**config.mk**
```make
export PLATFORM = sky130hd
export DESIGN_NAME = ucs2_to_utf8_bounded_encoder_top_flat
export DESIGN_NICKNAME = d
export VERILOG_FILES = /design/src/rtl/core/u2u8_pkg.sv /design/src/rtl/core/u2u8_if.sv /design/src/rtl/core/u2u8_front.sv /design/src/rtl/core/u2u8_fifo.sv /design/src/rtl/core/u2u8_back.sv /design/src/rtl/core/ucs2_to_utf8_bounded_encoder_top.sv /design/src/flat_wrapper.sv
export SDC_FILE = /design/constraint.sdc
export NUM_CORES = 1
export LEC_CHECK = 0
export ABC_AREA = 1
export BUFFER_PORTS_ARGS = -buffer_cell sky130_fd_sc_hd__buf_4
export CORE_MARGIN = 2
export CORE_UTILIZATION = 25
export CTS_BUF_LIST = sky130_fd_sc_hd__clkbuf_8 sky130_fd_sc_hd__clkbuf_16
export CTS_CLUSTER_SIZE = 10
export DETAILED_ROUTE_END_ITERATION = 12
export SLEW_MARGIN = 5
export SYNTH_ARGS = -nofsm -noshare
export SYNTH_HDL_FRONTEND = slang
export SYNTH_SLANG_ARGS = --single-unit
```
**constraint.sdc**
```tcl
create_clock -name clk -period 5.9 [get_ports clk]
set_input_delay 0.295 -clock clk [delete_from_list [all_inputs] [get_ports clk]]
set_output_delay 0.295 -clock clk [all_outputs]
set_load 0.02 [all_outputs]
```
**src/rtl/core/u2u8_pkg.sv**
```systemverilog
// Shared types and constants for the UCS-2 to UTF-8 bounded encoder.
package u2u8_pkg;

  localparam logic [15:0] BUF_SIZE_RESET = 16'd256;
  localparam logic [15:0] ONE_BYTE_LIMIT = 16'h0080;
  localparam logic [15:0] TWO_BYTE_LIMIT = 16'h0800;
  localparam logic [7:0]  LEAD_TWO       = 8'hC0;
  localparam logic [7:0]  LEAD_THREE     = 8'hE0;
  localparam logic [7:0]  CONT_MARK      = 8'h80;
  localparam logic [5:0]  CONT_MASK      = 6'd63;

  localparam int QUEUE_DEPTH = 2;
  localparam int QPTR_W      = (QUEUE_DEPTH > 1) ? $clog2(QUEUE_DEPTH) : 1;
  localparam int QCNT_W      = $clog2(QUEUE_DEPTH + 1);

  typedef struct packed {
    logic [2:0][7:0] utf8;
    logic [1:0]      nb;
    logic            term;
    logic [15:0]     cnt;
  } job_t;

endpackage

```
**src/rtl/core/u2u8_if.sv**
```systemverilog
// Valid/ready channel interfaces for code units and encoded bytes.
interface u2u8_in_if;
  logic        valid;
  logic        ready;
  logic [15:0] code_unit;
  logic        first_of_string;

  modport source (output valid, code_unit, first_of_string, input ready);
  modport sink (input valid, code_unit, first_of_string, output ready);
endinterface

interface u2u8_out_if;
  logic        valid;
  logic        ready;
  logic [7:0]  out_byte;
  logic        is_terminator;
  logic [15:0] byte_count;
  logic        last_of_run;

  modport source (output valid, out_byte, is_terminator, byte_count, last_of_run,
                  input ready);
  modport sink (input valid, out_byte, is_terminator, byte_count, last_of_run,
                output ready);
endinterface

```
**src/rtl/core/u2u8_front.sv**
```systemverilog
// Front end: accepts code units, tracks the string budget and builds byte jobs.
module u2u8_front
  import u2u8_pkg::*;
(
  input  logic        clk,
  input  logic        rst_n,
  input  logic        cfg_we,
  input  logic [15:0] cfg_wdata,
  u2u8_in_if.sink     in_ch,
  input  logic        q_full,
  output logic        push,
  output job_t        push_job
);

  logic [15:0] buf_size_r;
  logic [15:0] bytes_written_r, bytes_written_nxt;
  logic        string_done_r, string_done_nxt;

  logic        accept;
  logic [15:0] bw_eff;
  logic        done_eff;
  logic [15:0] budget;
  logic [15:0] cu;
  logic [1:0]  nb;
  logic [2:0][7:0] utf8;
  logic [16:0] sum;

  assign in_ch.ready = !q_full;
  assign accept      = in_ch.valid && in_ch.ready;
  assign cu          = in_ch.code_unit;
  assign bw_eff      = in_ch.first_of_string ? 16'd0 : bytes_written_r;
  assign done_eff    = in_ch.first_of_string ? 1'b0 : string_done_r;
  assign budget      = buf_size_r - 16'd1;
  assign sum         = {1'b0, bw_eff} + {15'd0, nb};

  always_comb begin
    utf8 = '0;
    if (cu < ONE_BYTE_LIMIT) begin
      nb      = 2'd1;
      utf8[0] = cu[7:0];
    end else if (cu < TWO_BYTE_LIMIT) begin
      nb      = 2'd2;
      utf8[0] = LEAD_TWO | {3'd0, cu[10:6]};
      utf8[1] = CONT_MARK | {2'd0, cu[5:0] & CONT_MASK};
    end else begin
      nb      = 2'd3;
      utf8[0] = LEAD_THREE | {4'd0, cu[15:12]};
      utf8[1] = CONT_MARK | {2'd0, cu[11:6] & CONT_MASK};
      utf8[2] = CONT_MARK | {2'd0, cu[5:0] & CONT_MASK};
    end
  end

  always_comb begin
    push              = 1'b0;
    push_job.utf8     = utf8;
    push_job.nb       = 2'd0;
    push_job.term     = 1'b0;
    push_job.cnt      = bw_eff;
    bytes_written_nxt = bw_eff;
    string_done_nxt   = done_eff;
    if (!done_eff) begin
      if (buf_size_r == 16'd0) begin
        string_done_nxt = 1'b1;
      end else if (bw_eff >= budget || cu == 16'd0) begin
        push            = accept;
        push_job.term   = 1'b1;
        string_done_nxt = 1'b1;
      end else if (sum > {1'b0, budget}) begin
        push            = accept;
        push_job.term   = 1'b1;
        string_done_nxt = 1'b1;
      end else begin
        push              = accept;
        push_job.nb       = nb;
        push_job.cnt      = sum[15:0];
        bytes_written_nxt = sum[15:0];
        if (sum[15:0] >= budget) begin
          push_job.term   = 1'b1;
          string_done_nxt = 1'b1;
        end
      end
    end
  end

  always_ff @(posedge clk) begin
    if (!rst_n) begin
      buf_size_r      <= BUF_SIZE_RESET;
      bytes_written_r <= 16'd0;
      string_done_r   <= 1'b1;
    end else begin
      if (cfg_we) begin
        buf_size_r <= cfg_wdata;
      end
      if (accept) begin
        bytes_written_r <= bytes_written_nxt;
        string_done_r   <= string_done_nxt;
      end
    end
  end

`ifndef NO_ASSERTIONS
  a_job_not_empty: assert property (@(posedge clk) disable iff (!rst_n)
    push |-> (push_job.nb != 2'd0 || push_job.term))
    else $error("front pushed a job with no results");
`endif

endmodule

```
**src/rtl/core/u2u8_fifo.sv**
```systemverilog
// Short job queue between the front end and the byte emitter.
module u2u8_fifo
  import u2u8_pkg::*;
(
  input  logic clk,
  input  logic rst_n,
  input  logic push,
  input  job_t push_job,
  input  logic pop,
  output job_t head_job,
  output logic full,
  output logic empty
);

  job_t              mem_r [QUEUE_DEPTH];
  logic [QPTR_W-1:0] wr_ptr_r, rd_ptr_r;
  logic [QCNT_W-1:0] count_r;

  assign full     = (count_r == QCNT_W'(QUEUE_DEPTH));
  assign empty    = (count_r == '0);
  assign head_job = mem_r[rd_ptr_r];

  always_ff @(posedge clk) begin
    if (push) begin
      mem_r[wr_ptr_r] <= push_job;
    end
  end

  always_ff @(posedge clk) begin
    if (!rst_n) begin
      wr_ptr_r <= '0;
      rd_ptr_r <= '0;
      count_r  <= '0;
    end else begin
      if (push) begin
        wr_ptr_r <= (wr_ptr_r == QPTR_W'(QUEUE_DEPTH - 1)) ? '0 : wr_ptr_r + 1'b1;
      end
      if (pop) begin
        rd_ptr_r <= (rd_ptr_r == QPTR_W'(QUEUE_DEPTH - 1)) ? '0 : rd_ptr_r + 1'b1;
      end
      if (push && !pop) begin
        count_r <= count_r + 1'b1;
      end else if (pop && !push) begin
        count_r <= count_r - 1'b1;
      end
    end
  end

`ifndef NO_ASSERTIONS
  a_no_overflow: assert property (@(posedge clk) disable iff (!rst_n)
    (full && !pop) |-> !push)
    else $error("job queue written while full");
`endif

endmodule

```
**src/rtl/core/u2u8_back.sv**
```systemverilog
// Back end: takes jobs from the queue and emits their bytes and terminator.
module u2u8_back
  import u2u8_pkg::*;
(
  input  logic        clk,
  input  logic        rst_n,
  input  job_t        head_job,
  input  logic        q_empty,
  output logic        pop,
  u2u8_out_if.source  out_ch
);

  job_t       job_r;
  logic       busy_r, busy_nxt;
  logic [1:0] idx_r, idx_nxt;
  logic [2:0] total;
  logic       is_byte;
  logic       last;
  logic       xfer;
  logic [7:0] sel_byte;

  assign total   = {1'b0, job_r.nb} + {2'd0, job_r.term};
  assign is_byte = idx_r < job_r.nb;
  assign last    = ({1'b0, idx_r} + 3'd1) == total;
  assign xfer    = out_ch.valid && out_ch.ready;
  assign pop     = !q_empty && (!busy_r || (xfer && last));

  always_comb begin
    unique case (idx_r)
      2'd0:    sel_byte = job_r.utf8[0];
      2'd1:    sel_byte = job_r.utf8[1];
      2'd2:    sel_byte = job_r.utf8[2];
      default: sel_byte = 8'd0;
    endcase
  end

  assign out_ch.valid         = busy_r;
  assign out_ch.out_byte      = is_byte ? sel_byte : 8'd0;
  assign out_ch.is_terminator = !is_byte;
  assign out_ch.byte_count    = is_byte ? 16'd0 : job_r.cnt;
  assign out_ch.last_of_run   = last;

  always_comb begin
    busy_nxt = busy_r;
    idx_nxt  = idx_r;
    if (pop) begin
      busy_nxt = 1'b1;
      idx_nxt  = 2'd0;
    end else if (xfer) begin
      if (last) begin
        busy_nxt = 1'b0;
      end else begin
        idx_nxt = idx_r + 2'd1;
      end
    end
  end

  always_ff @(posedge clk) begin
    if (pop) begin
      job_r <= head_job;
    end
  end

  always_ff @(posedge clk) begin
    if (!rst_n) begin
      busy_r <= 1'b0;
      idx_r  <= 2'd0;
    end else begin
      busy_r <= busy_nxt;
      idx_r  <= idx_nxt;
    end
  end

`ifndef NO_ASSERTIONS
  a_idx_in_job: assert property (@(posedge clk) disable iff (!rst_n)
    busy_r |-> ({1'b0, idx_r} < total))
    else $error("emitter index ran past the end of its job");
  a_term_is_last: assert property (@(posedge clk) disable iff (!rst_n)
    (busy_r && !is_byte) |-> last)
    else $error("terminator is not the last result of its unit");
`endif

endmodule

```
**src/rtl/core/ucs2_to_utf8_bounded_encoder_top.sv**
```systemverilog
// Top level of the UCS-2 to UTF-8 encoder with a per-string byte budget.
// The front end takes one code unit per cycle whenever the two-entry job queue
// has room, and the back end emits one result per cycle while the output is
// ready: a unit yields up to four results (up to three UTF-8 bytes plus the
// terminator that ends a string), and a unit that is ignored after its string
// has ended yields none, so the sustained rate is set by the output port.
// The buffer size register is written through cfg_we and cfg_wdata; the user
// must write it only while idle, as the block itself does not enforce this.
module ucs2_to_utf8_bounded_encoder_top
  import u2u8_pkg::*;
(
  input  logic        clk,
  input  logic        rst_n,
  input  logic        cfg_we,
  input  logic [15:0] cfg_wdata,
  u2u8_in_if.sink     in_ch,
  u2u8_out_if.source  out_ch
);

  logic push;
  job_t push_job;
  logic pop;
  job_t head_job;
  logic q_full;
  logic q_empty;

  u2u8_front u_front (
    .clk       (clk),
    .rst_n     (rst_n),
    .cfg_we    (cfg_we),
    .cfg_wdata (cfg_wdata),
    .in_ch     (in_ch),
    .q_full    (q_full),
    .push      (push),
    .push_job  (push_job)
  );

  u2u8_fifo u_fifo (
    .clk      (clk),
    .rst_n    (rst_n),
    .push     (push),
    .push_job (push_job),
    .pop      (pop),
    .head_job (head_job),
    .full     (q_full),
    .empty    (q_empty)
  );

  u2u8_back u_back (
    .clk      (clk),
    .rst_n    (rst_n),
    .head_job (head_job),
    .q_empty  (q_empty),
    .pop      (pop),
    .out_ch   (out_ch)
  );

endmodule

```
**src/flat_wrapper.sv**
```systemverilog
// flat-port wrapper written by rule: the top's interface ports become plain ports
module ucs2_to_utf8_bounded_encoder_top_flat import u2u8_pkg::*;
  (clk, rst_n, cfg_we, cfg_wdata, in_ch_valid, in_ch_code_unit, in_ch_first_of_string, in_ch_ready, out_ch_valid, out_ch_out_byte, out_ch_is_terminator, out_ch_byte_count, out_ch_last_of_run, out_ch_ready);
  u2u8_in_if in_ch_i ();
  u2u8_out_if out_ch_i ();
  input  logic clk;
  input  logic rst_n;
  input  logic cfg_we;
  input  logic [15:0] cfg_wdata;
  input wire logic [$bits(in_ch_i.valid)-1:0] in_ch_valid;
  input wire logic [$bits(in_ch_i.code_unit)-1:0] in_ch_code_unit;
  input wire logic [$bits(in_ch_i.first_of_string)-1:0] in_ch_first_of_string;
  output wire logic [$bits(in_ch_i.ready)-1:0] in_ch_ready;
  output wire logic [$bits(out_ch_i.valid)-1:0] out_ch_valid;
  output wire logic [$bits(out_ch_i.out_byte)-1:0] out_ch_out_byte;
  output wire logic [$bits(out_ch_i.is_terminator)-1:0] out_ch_is_terminator;
  output wire logic [$bits(out_ch_i.byte_count)-1:0] out_ch_byte_count;
  output wire logic [$bits(out_ch_i.last_of_run)-1:0] out_ch_last_of_run;
  input wire logic [$bits(out_ch_i.ready)-1:0] out_ch_ready;
  assign in_ch_i.valid = in_ch_valid;
  assign in_ch_i.code_unit = in_ch_code_unit;
  assign in_ch_i.first_of_string = in_ch_first_of_string;
  assign in_ch_ready = in_ch_i.ready;
  assign out_ch_valid = out_ch_i.valid;
  assign out_ch_out_byte = out_ch_i.out_byte;
  assign out_ch_is_terminator = out_ch_i.is_terminator;
  assign out_ch_byte_count = out_ch_i.byte_count;
  assign out_ch_last_of_run = out_ch_i.last_of_run;
  assign out_ch_i.ready = out_ch_ready;
  ucs2_to_utf8_bounded_encoder_top u_core (.clk(clk), .rst_n(rst_n), .cfg_we(cfg_we), .cfg_wdata(cfg_wdata), .in_ch(in_ch_i), .out_ch(out_ch_i));
endmodule
```
==> After elaboration in Yosys (flattened, before gate mapping) <==
Memory sizes are Yosys's and may differ from the RTL's. A register that Yosys moved wholly into a read port is not among the register bits.
Index checks and enable logic that the tools add are counted.
{ "totals": {"in_bits": 38, "reg_bits": 40, "n_memories": 1, "ramBits": 86, "word_cells": 89} }
{ "mem_list": {"columns": ["name", "depth", "word_bits", "rd", "rd_ports_with_merged_regs", "write_ports", "line", "rtl"], "rows": [
  ["u_core.u_fifo.mem_r", 2, 43, 1, 1, 1, "u2u8_fifo.sv:15", "job_t mem_r [QUEUE_DEPTH];"]
]} }
{ "op_classes": {"add_sub_neg": 9, "bitwise": 2, "reduce_logical": 24, "n_eq_ne": 4, "mux": 35, "magnitude_cmp": 6} }
{ "ops": {"columns": ["op", "count"], "rows": [
  ["16-bit 2-to-1 mux", 7],
  ["19-bit 2-to-1 mux", 2],
  ["16-bit greater-or-equal comparator", 2],
  ["16-bit logical NOT", 2],
  ["8-bit 2-to-1 mux", 3],
  ["8-bit one-hot mux with 3 select lines", 1],
  ["16-bit by 2-bit adder with 17-bit output", 1],
  ["17-bit by 16-bit > comparator with 1-bit output", 1],
  ["16-bit by 12-bit less-than comparator with 1-bit output (second input constant)", 1],
  ["16-bit by 8-bit less-than comparator with 1-bit output (second input constant)", 1],
  ["1-bit 2-to-1 mux", 16],
  ["16-bit by 1-bit subtractor with 16-bit output (second input constant)", 1],
  ["14-bit 2-to-1 mux", 1],
  ["2-bit 2-to-1 mux", 5],
  ["1-bit logical AND", 6],
  ["1-bit logical NOT", 6],
  ["2-bit nonzero test", 3],
  ["2-bit by 1-bit adder with 2-bit output (second input constant)", 2],
  ["2-bit equality test (second input constant)", 2],
  ["2-bit logical NOT", 2],
  ["2-bit AND reduction", 2],
  ["2-bit by 1-bit adder with 3-bit output", 1],
  ["2-bit by 1-bit adder with 3-bit output (second input constant)", 1],
  ["3-bit equality test", 1],
  ["7 further kinds", 10]
]} }

==> Depth between registers and ports, before layout <==
Gate-level depths: netlist (run 1).
{ "logic_depth": {"depth_word": 10, "depth_mapped": 30, "depth_no_buf": 30} }

==> By module <==
From an unflattened synthesis (run 1), not the netlist that was laid out.
{ "hier_totals": {"hier_cells": 851, "area_unflattened_um2": 8889.8} }
{ "by_module_without_submodules": {"columns": ["module", "cells_each", "n_inst", "area_each_um2"], "rows": [
  ["u2u8_fifo", 169, 1, 3535.9],
  ["u2u8_front", 519, 1, 3238.1],
  ["u2u8_back", 163, 1, 2115.8]
]} }

==> Worst setup path after synthesis (run 1) <==
No wires, ideal clock.
{ "synth_timing": {"kind": "input to register", "startpoint": "input in_ch_code_unit[13]", "endpoint": "memory u_core.u_fifo.mem_r[0][10] (netlist bit), data pin", "t_arrival_ps": 3738, "setup_time_ps": 259, "setup_slack_ps": 1903, "t_required_ps": 5641, "path_stages": 26, "cell_sequence": "nor2_1 -> nand2_1 -> nor2_1 -> inv_1 -> nor2_1 -> inv_1 -> ha_1 -> fa_1 -> nand3_2 -> nor2_4 -> nand2_4 -> nor2_4 -> nand4_1 -> xor2_1 -> inv_1 -> ha_1 -> a21oi_1 -> inv_1 -> a21o_1 -> nor2_1 -> nand2_2 -> nand2_4 -> nand3_4 -> buf_6 -> o21ai_1 -> inv_1"} }
{ "synth_lines": {"columns": ["item", "line", "rtl"], "rows": [
  ["from (decl)", "flat_wrapper.sv:11", "input wire logic [$bits(in_ch_i.code_unit)-1:0] in_ch_code_unit;"],
  ["to (decl)", "u2u8_fifo.sv:15", null]
]} }

==> flow_summary.json, run 1 <==
{
  "io_buffer_count": 65,
  "cp-end-kind": "flop",
  "grt_max_degree": 43,
  "ys_warn_count": 0,
  "yosys.area_share.xor_xnor": 0.03259,
  "synthSimpleGateAreaFrac": 0.2161,
  "ys_top_cells_by_area": "edfxtp_1 (44%), nand2_1 (12%), dfxtp_1 (9.6%), ha_1 (6.5%), inv_1 (5.5%)",
  "cp_max_fo": 24,
  "post-dp-hpwl_mm": 14.00,
  "cts_root_buf": "clkbuf_16",
  "r2r_start": "u_core.u_front.buf_size_r[0]",
  "cts_tree": "done",
  "max_freq_mhz": 230.9,
  "place_congestion": 0.9388,
  "areaGrowthSynthToFinish_pct": 19.12,
  "drive_gt1_frac": 0.1305,
  "critical_path_arrival_ns": 4.51,
  "maxSlewHeadroom": 0.4013,
  "hold_depth": 3,
  "vias_per_cell": 4.232,
  "setup_tns_ns": 0,
  "detail_route.wl_per_cell_um": 13.20,
  "synthAdderAreaFrac": 0.06699,
  "drtIter0Drc": 387,
  "avgSynthCellArea_um2": 8.977,
  "num_rows": 66,
  "period_share": 0.7339,
  "hold_violations": 0,
  "r2r-end": "u_core.u_fifo.mem_r[1][7]",
  "hold_path_end": "u_core.u_front.buf_size_r[2]",
  "slew_viol_final": 0,
  "post_cts.repair.setup_buffers": 0,
  "design.die.area_um2": 34800,
  "max-cap-violations": 0,
  "crit_slowest_cell": "fa_1",
  "grt_pass1_wl_mm": 31.46,
  "fin_area_um2": 9923,
  "rsz0062_at_grt": "no",
  "synth_seq_cells": 163,
  "syn-num-nets": 1010,
  "place_area_um2": 9305,
  "setup_violations": 0,
  "first_pass_iters": 4,
  "power_density_nw_per_um2": 422.1,
  "swShare": 0.3743,
  "status": "finished clean",
  "min_path_type": "input pin to flop",
  "r2r_cells": 24,
  "synth_compound_area_frac": 0.07390,
  "yosysTopAreaCell": "edfxtp_1",
  "hold_buffers": 0,
  "cts.sinks": 163,
  "cts_max_level": 4,
  "worst_slew_pin_slew_ns": 0.8981,
  "drc": 0,
  "combPwrFrac": 0.322,
  "crit_top_cell": "inv_1",
  "critical_path_buf_inv_count": 7,
  "via_count": 6119,
  "die_h_um": 186.5,
  "globalRouteTotalUtil": 0.1129,
  "worst-setup-path-type": "input pin to flop",
  "muxShareOfSynthArea": 0,
  "nNetsFinal": 1073,
  "synth_cell_type_count": 39,
  "worst_clock_skew_ns": 0.01431,
  "crit_family": "simple AND/OR/NAND/NOR gates",
  "grt_pass1_vias": 6031,
  "ctsResizeCount": 0,
  "crit_path_max_incr_delay_ns": 0.42,
  "whs_ns": 0.07909,
  "p_sw_w": 0.001568,
  "wirelength_mm": 19.08,
  "core-area_um2": 32700,
  "cts_buffer_depth": 2,
  "max-vdd-ir-drop_v": 0.0001732,
  "synth_cells": 928,
  "initial_core_util": 0.2547,
  "clock_latency_ns": 0.44,
  "synth_top_family_by_area": "simple AND/OR/NAND/NOR gates",
  "synth.top_cell.area_share": 0.4434,
  "top_level_ports": 66,
  "leakagePower_nw": 4.396,
  "hp-start": "cfg_wdata[2]",
  "drtAntennaViolNets": 0,
  "synth_area_um2": 8330,
  "worst_ep_required_time_ns": 6.08,
  "clkPwrFrac": 0.269,
  "yosysSeqAreaShare": 0.5395,
  "rrSetupSlack_ns": 1.85,
  "overflow": 0,
  "die_x_um": 186.5,
  "internal-power_w": 0.002621,
  "antenna_found_initial": 0,
  "p_seq_frac": 0.409,
  "clkSlewWorstSetupHoldPaths_ns": 0.07,
  "critPathLaunchType": "input pin",
  "period_minus_slack_ns": 4.330,
  "numCtsBuffers": 17,
  "num_antenna_cells": 0
}
## cells in the mapped netlist
library cell,number
nor4_1,3
xnor2_1,11
fa_1,1
a31oi_1,7
inv_1,121
nor3b_1,1
nand2_2,3
nor2_4,4
nand3_4,1
nor2_1,90
a21oi_1,40
o21ai_0,33
xor2_1,20
a211oi_1,1
o21ai_2,4
a221o_1,3
nor3_1,8
buf_6,3
inv_2,1
buf_1,3
clkbuf_1,20
ha_1,43
nor3_2,1
clkinv_4,1
a21oi_2,1
o21ai_1,13
edfxtp_1,123
nand4_1,11
or2_2,1
dfxtp_1,40
nand3_1,27
nor2_2,5
a22oi_1,5
nand3b_1,1
a21o_1,3
nand2_4,2
clkinv_1,1
nand3_2,2
nand2_1,270
## per-stage QoR
step / cells / utilization / total power [W] / setup WS (ns)
detailed placement: 1414 / 0.2846 / 0.003109 / 1.161
floorplan: 928 / - / 0.002613 / 1.903
finish: 1446 / 0.3035 / 0.004189 / 1.570
global route: 1446 / 0.3035 / 0.004481 / 1.085
global placement: 1414 / 0.2846 / 0.003080 / 1.255
CTS: 1446 / 0.3035 / 0.004244 / 1.600
## metal layers
| metal | part of all wire | global-route usage | up-vias |
|---|---|---|---|
| met5 | 0 | 0 | - |
| met4 | 0.010 | 0.02961 | 0 |
| met3 | 0.049 | 0.02295 | 16 |
| met2 | 0.44 | 0.1735 | 148 |
| met1 | 0.50 | 0.1617 | 2797 |
| li1 | - | - | 3158 |
## how the worst max path moves through the flow
stage	start	end	slack, ns	cells after the start
after global routing	in_ch_code_unit[13]	u_core.u_fifo.mem_r[1][13]	1.08	28
final	in_ch_code_unit[13]	u_core.u_fifo.mem_r[1][7]	1.57	27
after detailed placement	in_ch_code_unit[13]	u_core.u_fifo.mem_r[0][13]	1.16	27
after floorplan	in_ch_code_unit[13]	u_core.u_fifo.mem_r[0][10]	1.90	26
after CTS	in_ch_code_unit[13]	u_core.u_fifo.mem_r[1][7]	1.60	25
after global placement	in_ch_code_unit[13]	u_core.u_fifo.mem_r[0][13]	1.26	29
## cells by family after synthesis
kind of cell             count (synthesis)
adder cells (fa/ha/maj)                 44
AO/OA/AOI/OAI                          110
flip-flops                             163
AND/OR/NAND/NOR                        430
buffers and inverters                  150
XOR/XNOR                                31
## layout by cell type (no fill, tap or decap), drive strengths merged
cell      netlist  final
ha             43     43
xnor2          11     11
clkinv          2      8
nand3          30     30
fa              1      1
a21oi          41     41
o21ai          50     50
nand3b          1      1
nand2         275    275
clkbuf         20     17
nand4          11     11
nor3            9      9
inv           122    130
or2             1      1
dfxtp          40     40
a221o           3      3
a211oi          1      1
nor4            3      3
clkinvlp        0      1
nor2           99     99
xor2           20     20
nor3b           1      1
buf             6     70
a31oi           7      7
a21o            3      3
edfxtp        123    123
a22oi           5      5
## flip-flops by register name, indices dropped and copies added, names as in the netlist
name	flops
u_core.u_front.buf_size_r	16
u_core.u_back.idx_r	2
u_core.u_back.job_r	41
u_core.u_fifo.mem_r	82
u_core.u_fifo.wr_ptr_r	1
u_core.u_front.bytes_written_r	16
u_core.u_back.out_ch.valid	1
u_core.u_front.string_done_r	1
u_core.u_fifo.count_r	2
u_core.u_fifo.rd_ptr_r	1
## power groups by stage
stage,logic [W],registers [W],clock network (W)
floorplan,0.000924,0.00169,0
global placement,0.00135,0.00173,0
detailed placement,0.00137,0.00174,0
CTS,0.00138,0.00172,0.00115
global route,0.00153,0.00175,0.00120
finish,0.00135,0.00171,0.00112
## layout make-up
class	count	area (um2)
clock buffer	17	425.4
clock inverter	15	192.7
multi-input combinational	615	3261
fill	3461	22780
sequential	163	4496
tap	442	553.0
timing repair buffer	70	525.5
inverter	124	470.5
## worst min-delay path, cell delays in order
cell    delay [ns]
buf_4         0.08
nor2_1        0.03
nor2_1        0.08
No activity file was read; power rests on OpenSTA's default activity.
==> inputs of run 2 (changes only) <==
==> constraint.sdc (replaced) <==
create_clock -name clk -period 4.4 [get_ports clk]
set_input_delay 0.22 -clock clk [delete_from_list [all_inputs] [get_ports clk]]
set_output_delay 0.22 -clock clk [all_outputs]
set_load 0.02 [all_outputs]
==> flow_summary.json, run 2 (synthesis gave the netlist of run 1 again) <==
{
  "cts.sinks": 163,
  "clkSlewWorstSetupHoldPaths_ns": 0.08,
  "drtIter0Drc": 444,
  "largest_register_ffs": 82,
  "numCtsBuffers": 17,
  "post-dp-hpwl_mm": 14.12,
  "r2r_cells": 26,
  "critPathLaunchType": "flop",
  "grt_pass1_wl_mm": 31.62,
  "hold_depth": 3,
  "hp-start": "cfg_wdata[8]",
  "slew_viol_final": 0,
  "fin_area_um2": 10050,
  "grt_max_degree": 44,
  "post_cts.repair.setup_buffers": 0,
  "setup_violations": 0,
  "initial_core_util": 0.2547,
  "die_x_um": 186.5,
  "cts_buffer_depth": 2,
  "layout_commonest_cell": "nand2_1",
  "worst_clock_skew_ns": 0.01479,
  "place_congestion": 0.8583,
  "power_density_nw_per_um2": 557.6,
  "top_register": "u_core.u_fifo.mem_r",
  "place_area_um2": 9356,
  "cp-end-kind": "flop",
  "overflow": 0,
  "dp_cells": 1421,
  "finalPower_w": 0.005603,
  "io_buffer_count": 65,
  "nNetsFinal": 1090,
  "globalRouteTotalUtil": 0.1146,
  "cts_tree": "done",
  "setup_tns_ns": 0,
  "max_freq_mhz": 254.5,
  "max-cap-violations": 0,
  "cp_max_fo": 12,
  "status": "finished clean",
  "worst_slew_pin_slew_ns": 0.6592,
  "hold_violations": 0,
  "reg_top3": "u_core.u_fifo.mem_r (82), u_core.u_back.job_r (41)",
  "via_count": 6242,
  "cts_max_level": 4,
  "critPathLaunch": "u_core.u_front.buf_size_r[0]",
  "maxSlewHeadroom": 0.5594,
  "detail_route.wl_per_cell_um": 13.43,
  "rrSetupSlack_ns": 0.47,
  "drc": 0,
  "areaGrowthSynthToFinish_pct": 20.61,
  "clock_latency_ns": 0.44,
  "die_h_um": 186.5,
  "vias_per_cell": 4.267,
  "rsz0062_at_grt": "no",
  "drtAntennaViolNets": 0,
  "critical_path_arrival_ns": 4.13,
  "r2r_start": "u_core.u_front.buf_size_r[0]",
  "first_pass_iters": 5,
  "grt_pass1_vias": 5922,
  "num_antenna_cells": 0,
  "worst_ep_required_time_ns": 4.60,
  "max-vdd-ir-drop_v": 0.0002257,
  "core-area_um2": 32700,
  "postLayoutCoreUtil": 0.3072,
  "wirelength_mm": 19.65,
  "drive_gt1_frac": 0.1361,
  "layout_common_cells": "nand2_1 (270), edfxtp_1 (123), inv_1 (121), nor2_1 (88), buf_4 (77)",
  "worst-setup-path-type": "flop to flop",
  "period_minus_slack_ns": 3.930,
  "num_rows": 66,
  "min_path_type": "input pin to flop",
  "cts_root_buf": "clkbuf_16",
  "period_share": 0.8932,
  "design.die.area_um2": 34800,
  "antenna_found_initial": 0,
  "fin_cells": 1463,
  "top_level_ports": 66,
  "leakagePower_nw": 4.465
}
## run 2: power breakdown
part / switching, W / internal (W)
registers: 0.000117 / 0.00213
logic: 0.00128 / 0.000612
clock network: 0.000702 / 0.000760
total: 0.00210 / 0.00351
## run 2: path summary, 6_finish.rpt
check / to
setup / recovery: u_core.u_fifo.mem_r[1][13]
hold reg to reg: u_core.u_front.buf_size_r[1]
setup reg to reg: u_core.u_fifo.mem_r[1][13]
hold / removal: u_core.u_front.buf_size_r[8]
## run 2: stage by stage
stage / setup WS (ns) / hold slack [ns]
floorplan: 0.4782 / 0.3464
global placement: 0.1189 / 0.4472
detailed placement: 0.03995 / 0.4475
CTS: 0.3948 / 0.003429
global route: 0.01447 / 0.02646
finish: 0.4701 / 0.00005529
## run 2: area by class of cell
class	instances	area [um2]
Multi-Input combinational cell	616	3274
Timing Repair Buffer	86	668.1
Fill cell	3426	22650
Clock buffer	17	425.4
Sequential cell	163	4494
Inverter	124	470.5
Tap cell	442	553.0
Clock inverter	15	161.4
## run 2: metal layers
layer | track usage | vias up | part of all wire
met2 | 0.1794 | 144 | 0.44
met1 | 0.1634 | 2893 | 0.50
li1 | - | 3190 | -
met5 | 0 | - | 0
met3 | 0.02012 | 15 | 0.044
met4 | 0.02991 | 0 | 0.0092
## run 2: what timing repair did
| action | 4_1_cts | 5_1_grt |
|---|---|---|
| hold buffers | 9 | 0 |
| setup endpoints to repair | 0 | 4 |
| gates resized for setup | 0 | 1 |
| endpoints found under the hold margin | 9 | 0 |
## run 2: critical path: stages, from the launching register on
cell and delay, ns:
dfxtp_1 0.30, inv_1 0.15, nand2_1 0.11, nor3_1 0.24, nand2_1 0.14, nor2_1 0.13
nand2_1 0.09, nor3_1 0.25, inv_1 0.09, nor2_1 0.09, nand2_1 0.06, xor2_1 0.25
ha_1 0.30, nand2_1 0.07, inv_1 0.05, nand3_1 0.08, inv_1 0.06, nand2_1 0.06
nand3_1 0.07, nor2_1 0.10, nand2_1 0.08, a21oi_2 0.27, nand3_4 0.24, inv_2 0.19
nand2_1 0.07, nand2_1 0.09, inv_1 0.06
==> inputs of run 3 (changes only) <==
--- a/config.mk
+++ b/config.mk
@@ -12,6 +12,7 @@
 export CTS_BUF_LIST = sky130_fd_sc_hd__clkbuf_8 sky130_fd_sc_hd__clkbuf_16
 export CTS_CLUSTER_SIZE = 10
 export DETAILED_ROUTE_END_ITERATION = 12
+export REMOVE_ABC_BUFFERS = 1
 export SLEW_MARGIN = 5
 export SYNTH_ARGS = -nofsm -noshare
 export SYNTH_HDL_FRONTEND = slang
==> flow_summary.json, run 3 (synthesis gave the netlist of run 1 again) <==
{
  "post-dp-hpwl_mm": 13.86,
  "cts.sinks": 163,
  "max_freq_mhz": 258.2,
  "cp_max_fo": 12,
  "layout_common_cells": "nand2_1 (270), edfxtp_1 (123), inv_1 (122), nor2_1 (88), buf_4 (76)",
  "r2r-end": "u_core.u_fifo.mem_r[1][13]",
  "max-cap-violations": 0,
  "min_path_type": "input pin to flop",
  "rsz0062_at_grt": "no",
  "r2r_cells": 26,
  "critical_path_arrival_ns": 4.06,
  "via_count": 6203,
  "nNetsFinal": 1083,
  "place_area_um2": 9349,
  "num_rows": 66,
  "r2r_start": "u_core.u_front.buf_size_r[0]",
  "drive_gt1_frac": 0.1361,
  "hold_violations": 0,
  "initial_core_util": 0.2547,
  "setup_violations": 0,
  "num_antenna_cells": 0,
  "cts_root_buf": "clkbuf_16",
  "post_cts.repair.setup_buffers": 0,
  "crit_path_max_incr_delay_ns": 0.31,
  "worst_clock_skew_ns": 0.01446,
  "cp.depth": 26,
  "cp-end-kind": "flop",
  "detail_route.wl_per_cell_um": 13.37,
  "drtAntennaViolNets": 0,
  "slew_viol_final": 0,
  "reg_top3": "u_core.u_fifo.mem_r (82), u_core.u_back.job_r (41)",
  "leakagePower_nw": 4.458,
  "clock_latency_ns": 0.43,
  "wirelength_mm": 19.47,
  "place_congestion": 0.8475,
  "vias_per_cell": 4.260,
  "top_register": "u_core.u_fifo.mem_r",
  "num-fill-cells": 3421,
  "fin_area_um2": 10020,
  "first_pass_iters": 5,
  "crit_top_cell": "nand2_1",
  "critPathLaunch": "u_core.u_front.buf_size_r[0]",
  "layout_commonest_cell": "nand2_1",
  "drtIter0Drc": 439,
  "grt_pass1_vias": 5890,
  "worst-setup-path-type": "flop to flop",
  "critPathLaunchType": "flop",
  "setup_tns_ns": 0,
  "endpoint": "u_core.u_fifo.mem_r[1][13]",
  "clkSlewWorstSetupHoldPaths_ns": 0.07,
  "die_x_um": 186.5,
  "grt_max_degree": 43,
  "die_h_um": 186.5,
  "io_buffer_count": 65,
  "status": "finished clean",
  "overflow": 0,
  "core-area_um2": 32700,
  "grt_pass1_wl_mm": 31.50,
  "top_level_ports": 66,
  "cts_buffer_depth": 2,
  "antenna_found_initial": 0,
  "crit_family": "simple AND/OR/NAND/NOR gates",
  "power_density_nw_per_um2": 568.3,
  "largest_register_ffs": 82,
  "design.die.area_um2": 34800,
  "cts_tree": "done",
  "cts_max_level": 4,
  "maxSlewHeadroom": 0.5144,
  "crit_slowest_cell": "ha_1",
  "numCtsBuffers": 17,
  "critical_path_buf_inv_count": 6,
  "max-vdd-ir-drop_v": 0.0002230,
  "globalRouteTotalUtil": 0.1137,
  "drc": 0,
  "worst_slew_pin_slew_ns": 0.7267,
  "period_share": 0.8803,
  "worst_ep_required_time_ns": 4.58,
  "areaGrowthSynthToFinish_pct": 20.26,
  "rrSetupSlack_ns": 0.53,
  "period_minus_slack_ns": 3.873
}
## run 3: per-layer routing
metal  routed length (um)  track usage
met1                 9563       0.1580
met4                  289      0.03816
met3                  752      0.01824
met2                 8866       0.1803
met5                    0            0
## run 3: worst register-to-register path, cell delays in order, from the launching register on
cell and delay, ns:
dfxtp_1 0.30, inv_1 0.16, nand2_1 0.13, nor3_2 0.17, nand2_1 0.11, nor2_1 0.12, nand2_1 0.09, nor3_1 0.25
inv_1 0.10, nor2_1 0.09, nand2_1 0.06, xor2_1 0.26, ha_1 0.31, nand2_1 0.07, inv_1 0.04, nand3_1 0.08
inv_1 0.06, nand2_1 0.06, nand3_1 0.06, nor2_1 0.08, nand2_1 0.06, a21oi_2 0.28, nand3_4 0.25, inv_2 0.21
nand2_1 0.07, nand2_1 0.08, inv_1 0.06
## run 3: worst min-delay path by stage
stage / startpoint / endpoint / slack, ns / cells after the start
3_5_place_dp: cfg_wdata[3] / u_core.u_front.buf_size_r[3] / 0.45 / 3
6_report: cfg_wdata[7] / u_core.u_front.buf_size_r[7] / 0.01 / 3
3_3_place_gp: cfg_wdata[2] / u_core.u_front.buf_size_r[2] / 0.45 / 3
5_1_grt: cfg_wdata[4] / u_core.u_front.buf_size_r[4] / 0.01 / 3
2_1_floorplan: rst_n / u_core.u_front.string_done_r / 0.29 / 1
4_1_cts: cfg_wdata[7] / u_core.u_front.buf_size_r[7] / 0.0002 / 3
## run 3: layout make-up
type / instances / area, um2 / area share
clock buffer: 17 / 425.4 / 0.04246
clock inverter: 15 / 195.2 / 0.01948
inverter: 124 / 470.5 / 0.04696
multi-input combinational: 616 / 3279 / 0.3273
sequential: 163 / 4494 / 0.4486
tap: 442 / 553.0 / 0.05520
timing repair buffer: 79 / 600.6 / 0.05995
## run 3: stage by stage
| step | hold WS [ns] | setup slack (ns) | utilization | total power (W) | std cells |
|---|---|---|---|---|---|
| global placement | 0.4483 | 0.1420 | 0.2859 | 0.004111 | 1420 |
| finish | 0.01063 | 0.5266 | 0.3064 | 0.005694 | 1456 |
| detailed placement | 0.4471 | 0.06841 | 0.2859 | 0.004155 | 1420 |
| floorplan | 0.2891 | 0.2842 | - | 0.003460 | 902 |
| CTS | 0.0002013 | 0.3486 | 0.3055 | 0.005744 | 1454 |
| global route | 0.01313 | 0.06749 | 0.3064 | 0.006070 | 1456 |
## run 3: timing repair
action,4_1_cts,5_1_grt
endpoints found under the hold margin,2,1
setup endpoints to repair,0,27
hold buffers,2,1
resized for setup,0,3
## run 3: power by group
part | total [W] | internal (W) | switching [W]
combinational | 0.00186 | 0.000607 | 0.00125
sequential | 0.00225 | 0.00214 | 0.000117
clock | 0.00158 | 0.000913 | 0.000667
total | 0.00569 | 0.00366 | 0.00204
